**config.mk**
```make
export PLATFORM = sky130hd
export DESIGN_NAME = bitbus_reply_matcher_flat
export DESIGN_NICKNAME = d
export VERILOG_FILES = /design/src/rtl/brm_pkg.sv /design/src/rtl/brm_if.sv /design/src/rtl/brm_ctrl.sv /design/src/rtl/brm_dp.sv /design/src/rtl/bitbus_reply_matcher.sv /design/src/flat_wrapper.sv
export SDC_FILE = /design/constraint.sdc
export NUM_CORES = 1
export LEC_CHECK = 0
export CAP_MARGIN = 25
export CORE_AREA = 5 5 202 204
export DETAILED_ROUTE_END_ITERATION = 10
export DIE_AREA = 0 0 207 209
export DONT_BUFFER_PORTS = 1
export PLACE_DENSITY = 0.76
export SLEW_MARGIN = 20
export SYNTH_ARGS = -nofsm -noshare
export SYNTH_HDL_FRONTEND = slang
export SYNTH_SLANG_ARGS = --single-unit
```
**constraint.sdc**
```tcl
create_clock -name clk_i -period 5.2 [get_ports clk_i]
set_clock_uncertainty 0.2 [all_clocks]
set_input_delay 0.78 -clock clk_i [delete_from_list [all_inputs] [get_ports clk_i]]
set_output_delay 0.78 -clock clk_i [all_outputs]
set_load 0.02 [all_outputs]
```
**src/rtl/brm_pkg.sv**
```systemverilog
// ----------------------------------------------------------------------------
// brm_pkg
// Types and constants shared by the BitBus reply matcher modules.
// ----------------------------------------------------------------------------
package brm_pkg;

  localparam int unsigned SlotsDefault = 8;
  localparam int unsigned HdrBytes     = 4;
  localparam int unsigned LinkExtra    = 3;

  typedef enum logic [1:0] {
    MODE_POST = 2'd0,
    MODE_DATA = 2'd1,
    MODE_END  = 2'd2,
    MODE_TICK = 2'd3
  } mode_e;

  typedef enum logic [2:0] {
    K_MATCH    = 3'd0,
    K_UNSOL    = 3'd1,
    K_STORED   = 3'd2,
    K_DROPPED  = 3'd3,
    K_COMPLETE = 3'd4,
    K_STRAY    = 3'd5,
    K_TIMEOUT  = 3'd6
  } kind_e;

  typedef enum logic [2:0] {
    PH_WAIT   = 3'd0,
    PH_HEADER = 3'd1,
    PH_STATUS = 3'd2,
    PH_BODY   = 3'd3,
    PH_IGNORE = 3'd4
  } phase_e;

  typedef enum logic [2:0] {
    ST_IDLE   = 3'd0,
    ST_EXEC   = 3'd1,
    ST_SEARCH = 3'd2,
    ST_SCAN   = 3'd3
  } state_e;

  typedef struct packed {
    logic       in_item;
    logic [1:0] mode;
    logic       exec;
    logic       search_start;
    logic       search_step;
    logic       match_done;
    logic       scan_start;
    logic       scan_step;
    logic       out_load;
    logic       out_last;
  } ctrl_t;

  typedef struct packed {
    logic search_done;
    logic scan_done;
    logic scan_hit;
    logic scan_more;
    logic need_search;
    logic exec_emits;
  } stat_t;

  typedef struct packed {
    logic [1:0] mode;
    logic [7:0] data;
    logic [2:0] slot;
    logic [7:0] node;
    logic [7:0] tasks;
    logic [7:0] max_len;
    logic [7:0] age_limit;
  } in_item_t;

  typedef struct packed {
    logic [2:0] kind;
    logic [2:0] slot_out;
    logic [7:0] byte_out;
    logic [7:0] body_offset;
    logic [7:0] hdr_length;
    logic [7:0] hdr_route;
    logic [7:0] hdr_node;
    logic [7:0] hdr_tasks;
    logic       overflowed;
    logic       last;
  } out_item_t;

endpackage

```
**src/rtl/brm_if.sv**
```systemverilog
// ----------------------------------------------------------------------------
// brm_in_if / brm_out_if
// Valid/ready channels carrying input and result items.
// ----------------------------------------------------------------------------
interface brm_in_if;
  logic             valid;
  logic             ready;
  brm_pkg::in_item_t payload;
  modport source (output valid, output payload, input ready);
  modport sink   (input valid, input payload, output ready);
endinterface

interface brm_out_if;
  logic              valid;
  logic              ready;
  brm_pkg::out_item_t payload;
  modport source (output valid, output payload, input ready);
  modport sink   (input valid, input payload, output ready);
endinterface

```
**src/rtl/brm_ctrl.sv**
```systemverilog
// ----------------------------------------------------------------------------
// brm_ctrl
// Sequencer: accept an item, run the table search or watchdog scan, and
// hand each result to the output register.
// ----------------------------------------------------------------------------
module brm_ctrl (
  input  logic           clk_i,
  input  logic           rst_ni,
  input  logic           in_valid_i,
  input  logic [1:0]     in_mode_i,
  output logic           in_ready_o,
  input  logic           out_busy_i,
  input  brm_pkg::stat_t stat_i,
  output brm_pkg::ctrl_t ctrl_o
);
  import brm_pkg::*;

  state_e state_q, state_d;
  logic [1:0] mode_q, mode_d;

  always_ff @(posedge clk_i or negedge rst_ni) begin
    if (!rst_ni) begin
      state_q <= ST_IDLE;
      mode_q  <= MODE_POST;
    end else begin
      state_q <= state_d;
      mode_q  <= mode_d;
    end
  end

  always_comb begin
    state_d    = state_q;
    mode_d     = mode_q;
    ctrl_o     = '0;
    ctrl_o.mode = mode_q;
    in_ready_o = 1'b0;
    unique case (state_q)
      ST_IDLE: begin
        in_ready_o     = 1'b1;
        ctrl_o.in_item = in_valid_i;
        if (in_valid_i) begin
          mode_d  = in_mode_i;
          state_d = ST_EXEC;
        end
      end
      ST_EXEC: begin
        // status byte needs the search before anything else
        if (mode_q == MODE_TICK) begin
          ctrl_o.scan_start = 1'b1;
          state_d = ST_SCAN;
        end else if (stat_i.need_search && mode_q == MODE_DATA &&
                     !out_busy_i) begin
          ctrl_o.exec = 1'b1;
          ctrl_o.search_start = 1'b1;
          state_d = ST_SEARCH;
        end else if (mode_q == MODE_POST) begin
          ctrl_o.exec = 1'b1;
          state_d = ST_IDLE;
        end else if (mode_q == MODE_DATA && !stat_i.exec_emits) begin
          ctrl_o.exec = 1'b1;
          state_d = ST_IDLE;
        end else if (!out_busy_i) begin
          ctrl_o.exec     = 1'b1;
          ctrl_o.out_load = 1'b1;
          ctrl_o.out_last = 1'b1;
          state_d = ST_IDLE;
        end
      end
      ST_SEARCH: begin
        if (stat_i.search_done) begin
          if (!out_busy_i) begin
            ctrl_o.match_done = 1'b1;
            ctrl_o.out_load   = 1'b1;
            ctrl_o.out_last   = 1'b1;
            state_d = ST_IDLE;
          end
        end else begin
          ctrl_o.search_step = 1'b1;
        end
      end
      ST_SCAN: begin
        // one slot per cycle; wait on a hit until the output is free
        if (stat_i.scan_hit) begin
          if (!out_busy_i) begin
            ctrl_o.scan_step = 1'b1;
            ctrl_o.out_load  = 1'b1;
            ctrl_o.out_last  = !stat_i.scan_more;
            if (stat_i.scan_done) state_d = ST_IDLE;
          end
        end else begin
          ctrl_o.scan_step = 1'b1;
          if (stat_i.scan_done) begin
            state_d = ST_IDLE;
          end
        end
      end
      default: state_d = ST_IDLE;
    endcase
  end
endmodule

```
**src/rtl/brm_dp.sv**
```systemverilog
// ----------------------------------------------------------------------------
// brm_dp
// Transaction table, receive state, search and aging datapath, and the
// output register.
// ----------------------------------------------------------------------------
module brm_dp #(
  parameter int unsigned Slots = brm_pkg::SlotsDefault
) (
  input  logic               clk_i,
  input  logic               rst_ni,
  input  brm_pkg::in_item_t  in_item_i,
  input  brm_pkg::ctrl_t     ctrl_i,
  output brm_pkg::stat_t     stat_o,
  output logic               out_busy_o,
  output logic               out_valid_o,
  input  logic               out_ready_i,
  output brm_pkg::out_item_t out_item_o
);
  import brm_pkg::*;

  localparam int unsigned IdxW = (Slots > 1) ? $clog2(Slots) : 1;
  localparam int unsigned CntW = $clog2(Slots + 1);

  in_item_t   item_q;
  phase_e     phase_q;
  logic [7:0] hdr_q [HdrBytes];
  logic [7:0] rx_count_q;
  logic [IdxW-1:0] cur_slot_q;
  logic       cur_ovf_q;
  logic [Slots-1:0] valid_q;
  logic [7:0] node_q  [Slots];
  logic [7:0] tasks_q [Slots];
  logic [7:0] maxl_q  [Slots];
  logic [7:0] age_q   [Slots];
  logic [7:0] stamp_q [Slots];
  logic [7:0] post_cnt_q;

  // search / scan
  logic [CntW-1:0] idx_q;
  logic            best_vld_q;
  logic [IdxW-1:0] best_q;
  logic [7:0]      best_dist_q;
  logic [IdxW-1:0] idx;
  logic [7:0]      post_gap;
  logic            cand;
  logic            scan_hit;
  logic            scan_more;

  // output register
  logic      ovld_q;
  out_item_t obuf_q;
  out_item_t res;
  logic      res_vld;

  assign idx  = idx_q[IdxW-1:0];
  assign post_gap = post_cnt_q - stamp_q[idx];
  assign cand = valid_q[idx] && node_q[idx] == hdr_q[2] && tasks_q[idx] == hdr_q[3];
  assign scan_hit = valid_q[idx] && age_q[idx] <= 8'd1;

  // a later slot still times out on this tick
  always_comb begin
    scan_more = 1'b0;
    for (int i = 0; i < Slots; i++) begin
      if (CntW'(i) > idx_q && valid_q[i] && age_q[i] <= 8'd1) scan_more = 1'b1;
    end
  end

  assign stat_o.search_done = (idx_q == CntW'(Slots));
  assign stat_o.scan_done   = (idx_q == CntW'(Slots - 1));
  assign stat_o.scan_hit    = scan_hit;
  assign stat_o.scan_more   = scan_more;
  assign stat_o.need_search = (phase_q == PH_STATUS);
  assign stat_o.exec_emits  = (phase_q != PH_WAIT) && (phase_q != PH_HEADER);

  assign out_busy_o  = ovld_q && !out_ready_i;
  assign out_valid_o = ovld_q;
  assign out_item_o  = obuf_q;

  logic body_drop;
  assign body_drop = cur_ovf_q || rx_count_q >= maxl_q[cur_slot_q];

  always_comb begin
    res = '0;
    res.hdr_length = hdr_q[0];
    res.hdr_route  = hdr_q[1];
    res.hdr_node   = hdr_q[2];
    res.hdr_tasks  = hdr_q[3];
    res.last       = ctrl_i.out_last;
    res.byte_out   = item_q.data;
    if (ctrl_i.match_done) begin
      res.kind     = best_vld_q ? K_MATCH : K_UNSOL;
      res.slot_out = best_vld_q ? 3'(best_q) : 3'd0;
    end else if (ctrl_i.mode == MODE_TICK) begin
      res.kind     = K_TIMEOUT;
      res.slot_out = 3'(idx);
      res.byte_out = 8'd0;
    end else if (ctrl_i.mode == MODE_END) begin
      res.kind       = (phase_q == PH_BODY) ? K_COMPLETE : K_STRAY;
      res.slot_out   = (phase_q == PH_BODY) ? 3'(cur_slot_q) : 3'd0;
      res.overflowed = (phase_q == PH_BODY) && cur_ovf_q;
    end else if (phase_q == PH_BODY) begin
      res.slot_out = 3'(cur_slot_q);
      if (body_drop) begin
        res.kind       = K_DROPPED;
        res.overflowed = 1'b1;
      end else begin
        res.kind        = K_STORED;
        res.body_offset = rx_count_q - 8'(HdrBytes + LinkExtra);
      end
    end else begin
      res.kind = K_DROPPED;
    end
  end

  assign res_vld = ctrl_i.out_load;

  always_ff @(posedge clk_i or negedge rst_ni) begin
    if (!rst_ni) begin
      ovld_q <= 1'b0;
    end else if (res_vld) begin
      ovld_q <= 1'b1;
    end else if (out_ready_i) begin
      ovld_q <= 1'b0;
    end
  end

  always_ff @(posedge clk_i) begin
    if (res_vld) begin
      obuf_q <= res;
    end
    if (ctrl_i.in_item) item_q <= in_item_i;
  end

  always_ff @(posedge clk_i) begin
    if (ctrl_i.exec && item_q.mode == MODE_POST && 32'(item_q.slot) < Slots) begin
      node_q[IdxW'(item_q.slot)]  <= item_q.node;
      tasks_q[IdxW'(item_q.slot)] <= item_q.tasks;
      maxl_q[IdxW'(item_q.slot)]  <= item_q.max_len;
      stamp_q[IdxW'(item_q.slot)] <= post_cnt_q;
    end
    if (ctrl_i.exec && item_q.mode == MODE_POST && 32'(item_q.slot) < Slots) begin
      age_q[IdxW'(item_q.slot)] <= item_q.age_limit;
    end else if (ctrl_i.scan_step && valid_q[idx]) begin
      if (scan_hit) age_q[idx] <= 8'd0;
      else if (age_q[idx] != 8'd0) age_q[idx] <= age_q[idx] - 8'd1;
    end
  end

  always_ff @(posedge clk_i or negedge rst_ni) begin
    if (!rst_ni) begin
      phase_q    <= PH_WAIT;
      for (int i = 0; i < HdrBytes; i++) hdr_q[i] <= 8'd0;
      rx_count_q <= 8'd0;
      cur_slot_q <= '0;
      cur_ovf_q  <= 1'b0;
      valid_q    <= '0;
      post_cnt_q <= 8'd0;
      idx_q      <= '0;
      best_vld_q <= 1'b0;
      best_q     <= '0;
      best_dist_q <= 8'd0;
    end else begin
      if (ctrl_i.exec) begin
        unique case (item_q.mode)
          MODE_POST: begin
            if (32'(item_q.slot) < Slots) begin
              valid_q[IdxW'(item_q.slot)] <= 1'b1;
              post_cnt_q <= post_cnt_q + 8'd1;
            end
          end
          MODE_DATA: begin
            case (phase_q)
              PH_WAIT: begin
                hdr_q[0]   <= item_q.data;
                rx_count_q <= 8'd1;
                phase_q    <= PH_HEADER;
              end
              PH_HEADER: begin
                hdr_q[rx_count_q[1:0]] <= item_q.data;
                rx_count_q <= rx_count_q + 8'd1;
                if (rx_count_q + 8'd1 >= 8'(HdrBytes)) phase_q <= PH_STATUS;
              end
              PH_STATUS: begin
                rx_count_q <= rx_count_q + 8'(LinkExtra);
                cur_ovf_q  <= 1'b0;
              end
              PH_BODY: begin
                if (body_drop) cur_ovf_q <= 1'b1;
                else rx_count_q <= rx_count_q + 8'd1;
              end
              default: ;
            endcase
          end
          MODE_END: begin
            phase_q    <= PH_WAIT;
            rx_count_q <= 8'd0;
            cur_ovf_q  <= 1'b0;
          end
          default: ;
        endcase
      end
      if (ctrl_i.search_start || ctrl_i.scan_start) begin
        idx_q      <= '0;
        best_vld_q <= 1'b0;
      end else if (ctrl_i.search_step) begin
        if (cand && (!best_vld_q || post_gap > best_dist_q)) begin
          best_vld_q  <= 1'b1;
          best_q      <= idx;
          best_dist_q <= post_gap;
        end
        idx_q <= idx_q + CntW'(1);
      end else if (ctrl_i.scan_step) begin
        if (scan_hit) valid_q[idx] <= 1'b0;
        if (!stat_o.scan_done) idx_q <= idx_q + CntW'(1);
      end
      if (ctrl_i.match_done) begin
        if (best_vld_q) begin
          cur_slot_q      <= best_q;
          valid_q[best_q] <= 1'b0;
          phase_q         <= PH_BODY;
        end else begin
          phase_q <= PH_IGNORE;
        end
      end
    end
  end
endmodule

```
**src/rtl/bitbus_reply_matcher.sv**
```systemverilog
// Sequence: a post or header byte is accepted in IDLE and applied in EXEC;
// a body or end byte also loads the result register there; a status byte
// runs the table search, one slot per cycle; a watchdog tick, the aging scan.
// One item in flight at a time; a waiting result stalls the sequencer.
// Reset clears valid bits and receive state at once; no clearing pass.
// ----------------------------------------------------------------------------
// bitbus_reply_matcher
// Master-side BitBus reply receiver: matches replies to posted transactions.
// ----------------------------------------------------------------------------
module bitbus_reply_matcher #(
  parameter int unsigned Slots = brm_pkg::SlotsDefault
) (
  input  logic  clk_i,
  input  logic  rst_ni,
  brm_in_if.sink    in_if,
  brm_out_if.source out_if
);
  import brm_pkg::*;

  ctrl_t ctrl;
  stat_t stat;
  logic  out_busy;

  brm_ctrl u_ctrl (
    .clk_i      (clk_i),
    .rst_ni     (rst_ni),
    .in_valid_i (in_if.valid),
    .in_mode_i  (in_if.payload.mode),
    .in_ready_o (in_if.ready),
    .out_busy_i (out_busy),
    .stat_i     (stat),
    .ctrl_o     (ctrl)
  );

  brm_dp #(.Slots(Slots)) u_dp (
    .clk_i       (clk_i),
    .rst_ni      (rst_ni),
    .in_item_i   (in_if.payload),
    .ctrl_i      (ctrl),
    .stat_o      (stat),
    .out_busy_o  (out_busy),
    .out_valid_o (out_if.valid),
    .out_ready_i (out_if.ready),
    .out_item_o  (out_if.payload)
  );
endmodule
```
**src/flat_wrapper.sv**
```systemverilog
// flat-port wrapper written by rule: the top's interface ports become plain ports
module bitbus_reply_matcher_flat import brm_pkg::*;
#(
  parameter int unsigned Slots = brm_pkg::SlotsDefault
)
  (clk_i, rst_ni, in_if_valid, in_if_payload, in_if_ready, out_if_valid, out_if_payload, out_if_ready);
  brm_in_if in_if_i ();
  brm_out_if out_if_i ();
  input  logic clk_i;
  input  logic rst_ni;
  input wire logic [$bits(in_if_i.valid)-1:0] in_if_valid;
  input wire logic [$bits(in_if_i.payload)-1:0] in_if_payload;
  output wire logic [$bits(in_if_i.ready)-1:0] in_if_ready;
  output wire logic [$bits(out_if_i.valid)-1:0] out_if_valid;
  output wire logic [$bits(out_if_i.payload)-1:0] out_if_payload;
  input wire logic [$bits(out_if_i.ready)-1:0] out_if_ready;
  assign in_if_i.valid = in_if_valid;
  assign in_if_i.payload = in_if_payload;
  assign in_if_ready = in_if_i.ready;
  assign out_if_valid = out_if_i.valid;
  assign out_if_payload = out_if_i.payload;
  assign out_if_i.ready = out_if_ready;
  bitbus_reply_matcher #(.Slots(Slots)) u_core (.clk_i(clk_i), .rst_ni(rst_ni), .in_if(in_if_i), .out_if(out_if_i));
endmodule
```
==> Word-level counts from Yosys, hierarchy flattened <==
Memory sizes are Yosys's and may differ from the RTL's.
Cells that the tools add are included.
{ "word_totals": {"ff_bits": 186, "ramBits": 320, "in_bits": 49, "output_inout_bits": 58, "wordCells": 296, "mem_count": 5} }
{ "mem_list": {"columns": ["memory", "depth", "word_bits", "read_ports", "rd_ports_with_merged_regs", "write_ports", "line", "source"], "rows": [
  ["u_core.u_dp.age_q", 8, 8, 9, 0, 1, "brm_dp.sv:34", "logic [7:0] age_q [Slots];"],
  ["u_core.u_dp.maxl_q", 8, 8, 1, 0, 1, "brm_dp.sv:33", "logic [7:0] maxl_q [Slots];"],
  ["u_core.u_dp.node_q", 8, 8, 1, 0, 1, "brm_dp.sv:31", "logic [7:0] node_q [Slots];"],
  ["u_core.u_dp.stamp_q", 8, 8, 1, 0, 1, "brm_dp.sv:35", "logic [7:0] stamp_q [Slots];"],
  ["u_core.u_dp.tasks_q", 8, 8, 1, 0, 1, "brm_dp.sv:32", "logic [7:0] tasks_q [Slots];"]
]} }
{ "op_classes": {"n_addsub": 7, "n_lt_le_gt_ge": 28, "n_eq_ne": 26, "muxes": 118, "n_bitwise": 9, "n_reduce_logical": 69} }
{ "ops": {"columns": ["operator", "count"], "rows": [
  ["8-bit 2-to-1 mux", 17],
  ["8-bit by 1-bit <= comparator with 1-bit output, second input constant", 9],
  ["3-bit 2-to-1 mux", 18],
  ["1-bit 2-to-1 mux", 50],
  ["32-bit bitwise mux", 1],
  ["1-bit logical AND", 32],
  ["8-bit case mux with 2 select lines", 2],
  ["8-bit case mux with 4 select lines", 1],
  ["2-bit 2-to-1 mux", 10],
  ["6-bit 2-to-1 mux", 3],
  ["8-bit by 1-bit adder with 8-bit output, second input constant", 2],
  ["8-bit AND", 2],
  ["8-bit demux with 2-bit select", 1],
  ["8-bit equality test", 2],
  ["3-bit by 4-bit > comparator with 1-bit output, first input constant", 4],
  ["16-bit 2-to-1 mux", 1],
  ["4-bit 2-to-1 mux", 4],
  ["8-bit NOT", 2],
  ["3-bit by 2-bit equality test with 1-bit output, second input constant", 4],
  ["3-bit by 4-bit less-than comparator with 1-bit output, second input constant", 3],
  ["3-bit case mux with 2 select lines", 2],
  ["3-bit case mux with 4 select lines", 1],
  ["3-bit AND reduction", 4],
  ["4-bit AND reduction", 3],
  ["45 further kinds", 79]
]} }

==> Logic depth before layout (Yosys ltp) <==
Gate-level depths: netlist of the first run.
{ "logic_depth": {"depth_word": 22, "depth_mapped": 25, "ltp_nobuf": 19} }

==> Modules after synthesis <==
Synthesis of the first run repeated with hierarchy kept, for this count alone.
{ "hier_totals": {"hier_cells": 1351, "hier_area_um2": 21160.3} }
{ "modules_own_cells": {"columns": ["module", "instances", "cells_per_inst", "area_per_inst_um2", "seq_area_each_um2"], "rows": [
  ["brm_dp", 1, 1302, 20754.9, 14644.0],
  ["brm_ctrl", 1, 49, 405.4, 125.1]
]} }

==> Worst setup path after synthesis of the first run <==
Ideal clock, no wire load.
{ "synth_path": {"path_kind": "flip-flop to flip-flop", "start": "reg u_core.u_dp.idx_q[2]", "end": "reg u_core.u_dp.best_dist_q[1]", "setup_ns": 0.125, "arrival_ns": 5.219, "required_ns": 4.875, "path_slack_ns": -0.344, "path_stages_with_launch": 24, "path_buffers": 7, "synth_period_minus_slack_ns": 5.544, "cell_sequence": "dfrtp_1 -> buf_6 -> buf_4 -> buf_2 -> buf_2 -> buf_1 -> clkbuf_1 -> mux4_2 -> mux2i_1 -> ha_1 -> a21o_1 -> a21o_1 -> a21o_1 -> a31o_2 -> a21oi_1 -> xnor2_1 -> ha_1 -> nand3_1 -> nand4b_1 -> a211oi_1 -> or4_4 -> nor4_4 -> buf_6 -> mux2_4"} }
{ "synth_via": {"elab_chain_len": 6, "word_cells_on_any_way": 17, "cone_classes": "add/sub: 1; order compare: 1; eq/ne: 3; mux: 4; reduce/logical: 5; memory: 3"} }
{ "synth_lines": {"columns": ["item", "line", "source"], "rows": [
  ["start, declared", "brm_dp.sv:39", "logic [CntW-1:0] idx_q;"],
  ["start signal, assigned", "brm_dp.sv:211", "idx_q <= idx_q + CntW'(1);"],
  ["start signal, assigned", "brm_dp.sv:214", "if (!stat_o.scan_done) idx_q <= idx_q + CntW'(1);"],
  ["memory read 8 x 8 bit", null, null],
  ["8-bit subtractor", "brm_dp.sv:56", "assign post_gap = post_cnt_q - stamp_q[idx];"],
  ["net u_core.u_dp.post_gap[7]", "brm_dp.sv:44", "logic [7:0] post_gap;"],
  ["8-bit > comparator", "brm_dp.sv:206", "if (cand && (!best_vld_q || post_gap > best_dist_q)) begin"],
  ["1-bit logical OR", "brm_dp.sv:206", null],
  ["1-bit logical AND", "brm_dp.sv:206", null],
  ["3-bit AND reduction (no line)", null, null],
  ["end signal, assigned", "brm_dp.sv:209", "best_dist_q <= post_gap;"],
  ["end, declared", "brm_dp.sv:42", "logic [7:0] best_dist_q;"]
]} }
The timed path passes the listed nets, and every way through them passes these cells. The select of a mux whose other input is x is not followed.
A chain may end at the register's enable or synchronous reset.

==> Worst setup path in the final report of the first run <==
{ "layout_path": {"start": "reg u_core.u_dp.idx_q[1]", "end": "reg u_core.u_dp.best_q[2]"} }
{ "layout_via": {"elab_chain_len": 6, "word_cells_on_any_way": 17, "cone_classes": "add/sub: 1; order compare: 1; eq/ne: 3; mux: 4; reduce/logical: 5; memory: 3"} }
{ "layout_lines": {"columns": ["item", "line", "source"], "rows": [
  ["memory read 8 x 8 bit", null, null],
  ["8-bit subtractor", "brm_dp.sv:56", null],
  ["net u_core.u_dp.post_gap[7]", "brm_dp.sv:44", null],
  ["8-bit > comparator", "brm_dp.sv:206", null],
  ["1-bit logical OR", "brm_dp.sv:206", null],
  ["1-bit logical AND", "brm_dp.sv:206", null],
  ["3-bit AND reduction (no line)", null, null],
  ["end signal, assigned", "brm_dp.sv:208", "best_q <= idx;"],
  ["end, declared", "brm_dp.sv:41", "logic [IdxW-1:0] best_q;"]
]} }
The timed path passes the listed nets, and every way through them passes these cells. The select of a mux whose other input is x is not followed.

==> results.py, run 1 <==
metrics = {
    "routing": {
        "dr.max_layer_used": "met4",
        "drt_iter0_drc": 1117,
        "drc": 0,
        "drt-met1-wl_um": 19100,
        "dr.pass1.iters": 7,
        "routed_via_density": 6.15,
        "dr_wl_met3_um": 4480,
        "final_antenna_net_count": 0,
        "vias": 11900,
        "routedWlPerCell_um": 24.7,
        "wl_um": 47600,
        "wl_met2_um": 22400,
    },
    "sta": {
        "tightestPinTransition_ns": 1.02,
        "finalHoldViolations": 0,
        "max_slew_margin_pct": 32.0,
        "min_period_ns": 5.00,
        "max_freq_mhz": 200,
        "fin_crit_sh_pct": 96.2,
        "grt_setup_unrepaired": "false",
        "fin_tns_setup_ns": 0,
        "hold_ws_ns": 0.0763,
        "setup_viol": 0,
        "slew_viol_final": 0,
    },
    "critical_path": {
        "reg2regPathDepth": 17,
        "rrSetupSlack_ns": 0.20,
        "timing.critical_path.cells": "buf_4 -> or2_2 -> nor2_1 -> a311oi_1 -> ha_1 -> a21o_1 -> a31o_2 -> a21oi_2 -> xnor2_1 -> ha_1 -> nand3_1 -> nand4b_1 -> a211oi_1 -> or4_4 -> nor4_4 -> buf_4 -> mux2_2",
        "cp.arrival_ns": 5.29,
        "crit_fanout": 22,
        "cp_slowest_cell": "or4_4",
        "critPathRequiredTime_ns": 5.48,
        "cp.depth": 17,
        "path_buf_inv": 2,
        "cpPeakStageDelay_ns": 0.55,
        "crit_family": "simple AND/OR/NAND/NOR gates",
        "crit_type": "reg2reg",
        "end_kind": "flip-flop",
        "cp-start-kind": "flip-flop",
    },
    "logic_synthesis": {
        "async_reset_ff_share_pct": 16.8,
        "synth_seq_cells": 506,
        "yosys_warnings": 0,
        "syn_inst": 1314,
        "synthFlopType": "edfxtp_1",
        "synth_area_per_cell_um2": 16.0,
        "yosysSeqAreaShare_pct": 70.2,
        "synth-edff-count": 421,
        "synth_cell_types": 79,
        "syn-cell-area_um2": 21000,
        "syn_nets": 1400,
    },
    "placement": {
        "hpwl_um": 30600,
        "port_buffers": 0,
        "gp_congestion": 0.942,
    },
    "die": {
        "start_util_pct": 53.8,
        "core_area_um2": 39100,
        "die_w_um": 207,
        "num_rows": 73,
        "die_area_um2": 43300,
        "ioPinCount": 107,
        "chipHeight_um": 209,
    },
    "clock_network": {
        "cts_tree": "yes",
        "cts.sinks": 506,
        "htreeDepth": 2,
        "clk-insertion-delay-late_ns": 0.60,
        "cts_buffers": 50,
        "root_buffer": "clkbuf_16",
        "clk_pin_slew_ns": 0.07,
        "ctsLongestPathBuffers": 3,
    },
    "cells_and_area": {
        "drive_gt1_share_pct": 18.2,
        "final_common_cell": "edfxtp_1",
        "final_cell_mix": "edfxtp_1 (421), dfrtp_1 (82), nand2_1 (73)",
        "areaGrowthSynthToFinish_pct": 12.1,
        "num-nets-final": 1447,
        "antennaDiodeCount": 0,
    },
    "hold_path": {
        "holdPathStages": 0,
        "hold_path.class": "in2reg",
    },
    "grt": {
        "grt_max_degree": 86,
        "antenna_found_initial": 0,
        "grt_use_total_pct": 21.6,
        "grt_pass1_wl_um": 72500,
        "grt_pass1_vias": 11900,
        "grt_overflow": 0,
    },
    "run": {
        "drv_cap": 0,
    },
    "run_status": {
        "status": "finished clean",
    },
    "pwr": {
        "ir_worst_vdd_mv": 0.330,
        "powerDensity_nw_per_um2": 493,
        "leakage_uw": 0.00845,
    },
}
## routing by layer
layer	track usage (%)	vias up
met2	34.0	585
met4	7.32	0
met5	0	-
met3	6.55	96
met1	29.2	5948
li1	-	5237
## synthesized netlist by cell type (all sizes together), types with 3 or more instances
cell type	count	area, um^2
a211oi	4	35.0
a21o	13	97.6
a21oi	34	170
a221o	6	60.1
a221oi	30	269
a222oi	4	40.0
a22o	5	43.8
a22oi	16	120
a31oi	3	18.8
and2	9	56.3
and3	6	37.5
buf	31	225
clkbuf	28	106
dfrtp	85	2130
edfxtp	421	12600
ha	36	450
inv	33	124
mux2	64	751
mux2i	54	541
mux4	37	851
nand2	74	278
nand2b	13	81.3
nand3	21	105
nand3b	3	22.5
nand4	10	62.6
nor2	64	240
nor2b	20	125
nor3	16	80.1
nor4	13	96.3
nor4b	3	32.5
o21a	3	22.5
o21ai	42	210
o21bai	3	22.5
o221ai	3	26.3
o22ai	19	119
o31ai	7	52.6
or2	3	18.8
or4	4	33.8
xnor2	25	219
xor2	16	140
## state kept, by name, summed over array words and instances (netlist names), 3 cells and up
name                     flops
u_core.u_dp.tasks_q         64
u_core.u_dp.out_item_o      56
u_core.u_dp.cur_slot_q       3
u_core.u_dp.hdr_q           32
u_core.u_dp.item_q          45
u_core.u_dp.rx_count_q       8
u_core.u_dp.post_cnt_q       8
u_core.u_ctrl.state_q        3
u_core.u_dp.stamp_q         64
u_core.u_dp.best_dist_q      8
u_core.u_dp.node_q          64
u_core.u_dp.age_q           64
u_core.u_dp.valid_q          8
u_core.u_dp.phase_q          3
u_core.u_dp.best_q           3
u_core.u_dp.maxl_q          64
u_core.u_dp.idx_q            4
## where the power goes
part	switching (uW)	internal, uW
clock	1520	2210
sequential	370	4770
combinational	1660	1090
total	3540	8070
## what timing repair did
item                                    in CTS  in global routing
endpoints found under the setup margin       0                 10
endpoints found under the hold margin       85                  0
hold buffers                                 2                  0
buffers inserted                             0                  2
resized for setup                            0                  3
## area by class of cell
class / instances / area [um^2]
timing repair buffer: 54 / 445
clock inverter: 31 / 349
multi-input combinational: 716 / 5870
fill: 2831 / 15500
tap: 525 / 657
clock buffer: 63 / 1360
inverter: 33 / 128
sequential: 506 / 14800
## final timing paths
path	start	endpoint
setup / recovery	u_core.u_dp.idx_q[1]	u_core.u_dp.best_q[2]
hold / removal	in_if_payload[44]	u_core.u_dp.item_q[44]
setup reg to reg	u_core.u_dp.idx_q[1]	u_core.u_dp.best_q[2]
hold reg to reg	u_core.u_dp.hdr_q[28]	u_core.u_dp.out_item_o[30]
max in group asynchronous	rst_ni	u_core.u_dp.idx_q[0]
min in group asynchronous	rst_ni	u_core.u_dp.cur_ovf_q
## cells by family after synthesis
logic type	count (synthesis)	share of synthesized area, %
flip-flops	506	70.2
AND/OR/NAND/NOR	267	6.32
AO/OA/AOI/OAI	215	7.20
multiplexers	155	10.2
buffers and inverters	92	2.16
XOR/XNOR	41	1.71
adder cells (fa/ha/maj)	37	2.24
other	1	0.0178
## stage by stage
step / utilization (%) / std cells / area, um^2 / setup slack (ns) / power [uW]
6_report: 60.3 / 1928 / 23600 / 0.195 / 11600
5_1_grt: 60.3 / 1928 / 23600 / 0.00620 / 12100
4_1_cts: 60.3 / 1925 / 23600 / 0.129 / 11600
3_5_place_dp: 55.8 / 1829 / 21800 / 0.167 / 7850
3_3_place_gp: 55.8 / 1829 / 21800 / 0.284 / 7770
2_1_floorplan: - / 1314 / 21100 / 0.00834 / 7050
Note: power is estimated with default switching activity, not from simulation.
==> run 2, diff against run 1 <==
CORE_AREA = 3 3 200 202   (was 5 5 202 204)
DIE_AREA = 0 0 203 205   (was 0 0 207 209)
MAX_ROUTING_LAYER = met4   (was not set)
==> run 2 against run 1 <==
Wire length fell by 1.4%. First-iteration DRC count up 0.90%. Final cell count down 0.21%. Register-to-register slack better by 0.09 ns. Final area shrank 0.46%. Total power shrank 2.6%. Sequential power about the same. Global-route usage increased by 1.5 points. Critical path depth stayed put. Non-clock buffer count rose by 7.
==> results.py, run 2 (same netlist as run 1, synthesis figures left out) <==
metrics = {
    "run_status": {
        "status": "finished clean",
    },
    "routing": {
        "drt_iter0_drc": 1127,
        "vias": 12000,
        "routedWlPerCell_um": 24.4,
        "drc": 0,
        "wl_um": 46900,
        "dr.pass1.iters": 6,
        "final_antenna_net_count": 0,
        "routed_via_density": 6.25,
    },
    "grt": {
        "antenna_found_initial": 0,
        "grt_overflow": 0,
        "grt_pass1_vias": 11800,
        "grt_max_degree": 86,
        "grt_pass1_wl_um": 70800,
        "grt_use_total_pct": 23.1,
    },
    "cells_and_area": {
        "drive_gt1_share_pct": 17.9,
        "areaGrowthSynthToFinish_pct": 11.6,
        "stdcell_count": 1924,
        "final_common_cell": "edfxtp_1",
        "antennaDiodeCount": 0,
        "multi_input_area_um2": 5870,
        "final_cell_mix": "edfxtp_1 (421), dfrtp_1 (82), nand2_1 (73)",
        "final-seq-area_um2": 14800,
        "nFillCells": 2755,
        "num-nets-final": 1453,
    },
    "critical_path": {
        "end_kind": "flip-flop",
        "cp-start-kind": "flip-flop",
        "critPathRequiredTime_ns": 5.48,
        "reg2reg_from": "u_core.u_dp.idx_q[0]",
        "reg2reg_to": "u_core.u_dp.best_dist_q[7]",
        "cp_slowest_cell": "dfrtp_4",
        "reg2regPathDepth": 17,
        "cpPeakStageDelay_ns": 0.54,
        "crit_fanout": 15,
        "crit_top_cell": "a21o_1",
        "timing.critical_path.cells": "mux4_2 -> mux2i_2 -> ha_1 -> a21o_1 -> a21o_1 -> a21o_1 -> a31o_2 -> a21oi_2 -> xnor2_1 -> ha_1 -> nand3_1 -> nand4b_1 -> a211oi_1 -> or4_4 -> nor4_4 -> buf_6 -> mux2_2",
        "crit_type": "reg2reg",
        "rrSetupSlack_ns": 0.28,
        "cp.arrival_ns": 5.19,
    },
    "sta": {
        "finalHoldViolations": 0,
        "max_freq_mhz": 203,
        "setup_ws_ns": 0.284,
        "fin_crit_sh_pct": 94.5,
        "setup_viol": 0,
        "min_period_ns": 4.92,
        "max_slew_margin_pct": 34.3,
        "slew_viol_final": 0,
        "tightestPinTransition_ns": 0.975,
        "fin_tns_setup_ns": 0,
        "grt_setup_unrepaired": "false",
    },
    "clock_network": {
        "ctsLongestPathBuffers": 3,
        "root_buffer": "clkbuf_16",
        "cts_tree": "yes",
        "clk_pin_slew_ns": 0.06,
        "cts_buffers": 49,
        "htreeDepth": 2,
        "cts.sinks": 506,
        "clk-insertion-delay-late_ns": 0.58,
    },
    "hold_path": {
        "hold_path.class": "in2reg",
        "hold_start": "in_if_payload[36]",
        "holdPathStages": 0,
        "hold_end": "u_core.u_dp.item_q[36]",
    },
    "placement": {
        "hpwl_um": 30600,
        "port_buffers": 0,
        "pre_cts_slack_ns": 0.261,
        "place_inst": 1823,
        "gp_congestion": 0.949,
    },
    "die": {
        "die_area_um2": 41600,
        "num_rows": 72,
        "core_area_um2": 38500,
        "start_util_pct": 54.7,
        "die_w_um": 203,
        "ioPinCount": 107,
        "chipHeight_um": 205,
    },
    "run": {
        "drv_cap": 0,
    },
    "pwr": {
        "powerDensity_nw_per_um2": 482,
        "ir_worst_vdd_mv": 0.331,
        "leakage_uw": 0.00841,
    },
}
[run 2: changes by cell type in the layout (fill, tap and decap cells not counted), moves of 2 or more]
cell        change
buf_4           +5
inv_1           +2
clkinv_1        -2
clkbuf_1        +6
clkbuf_2        +2
bufinv_16       -3
clkinvlp_4      -2
clkinv_8        +2
clkbuf_8        -2
clkbuf_16       -2
[run 2: how the worst max path moves through the flow]
stage | from | endpoint | slack [ns] | cells past startpoint
after floorplan | out_if_ready | u_core.u_dp.age_q[1][0] | 0.008 | 8
after global placement | u_core.u_dp.idx_q[0] | u_core.u_dp.best_dist_q[7] | 0.33 | 17
after detailed placement | u_core.u_dp.idx_q[0] | u_core.u_dp.best_dist_q[7] | 0.26 | 17
after CTS | u_core.u_dp.idx_q[2] | u_core.u_dp.best_dist_q[7] | 0.17 | 18
after global routing | u_core.u_dp.idx_q[0] | u_core.u_dp.best_dist_q[7] | 0.02 | 17
final | u_core.u_dp.idx_q[0] | u_core.u_dp.best_dist_q[7] | 0.28 | 17
[run 2: critical path: cells and delay by family, from the launching register on]
family	cells	cell delay (ns)
xor+xnor	1	0.11
flops	1	0.54
mux	3	1.12
simple gates	4	0.98
fa+ha+maj	2	0.63
compound gates	6	1.01
buf+inv	1	0.22
[run 2: cell type report]
cell class,count,area share (%)
Sequential cell,506,62.9
Multi-Input combinational cell,716,25.0
Clock buffer,65,5.56
Tap cell,518,2.76
Timing Repair Buffer,61,2.14
Clock inverter,25,1.07
Inverter,33,0.528
[run 2: power by group]
| part | switching, uW | internal, uW |
|---|---|---|
| combinational | 1630 | 1100 |
| sequential | 372 | 4770 |
| clock | 1470 | 1970 |
| total | 3470 | 7840 |
[run 2: per-stage QoR]
stage | cell area [um^2] | power, uW | utilization, % | hold slack (ns)
final | 23500 | 11300 | 61.0 | 0.0863
after global routing | 23500 | 11800 | 61.0 | 0.0635
after CTS | 23400 | 11300 | 60.9 | 0.0543
after detailed placement | 21800 | 7840 | 56.7 | 0.229
after global placement | 21800 | 7750 | 56.7 | 0.227
after floorplan | 21100 | 7050 | - | 0.219
[run 2: routing by layer]
layer  up-vias  wire length, um  global-route usage [%]
met5         -                0                       -
met4         0             1420                    7.87
met3       105             3950                    4.56
met2       595            21900                    34.9
met1      6094            19600                    32.0
li1       5236                -                       -
[run 2: timing repair]
item,CTS,global route
hold endpoints to repair,85,0
buffers inserted,0,6
hold buffers,2,0
endpoints found under the setup margin,0,10
gates resized for setup,0,2
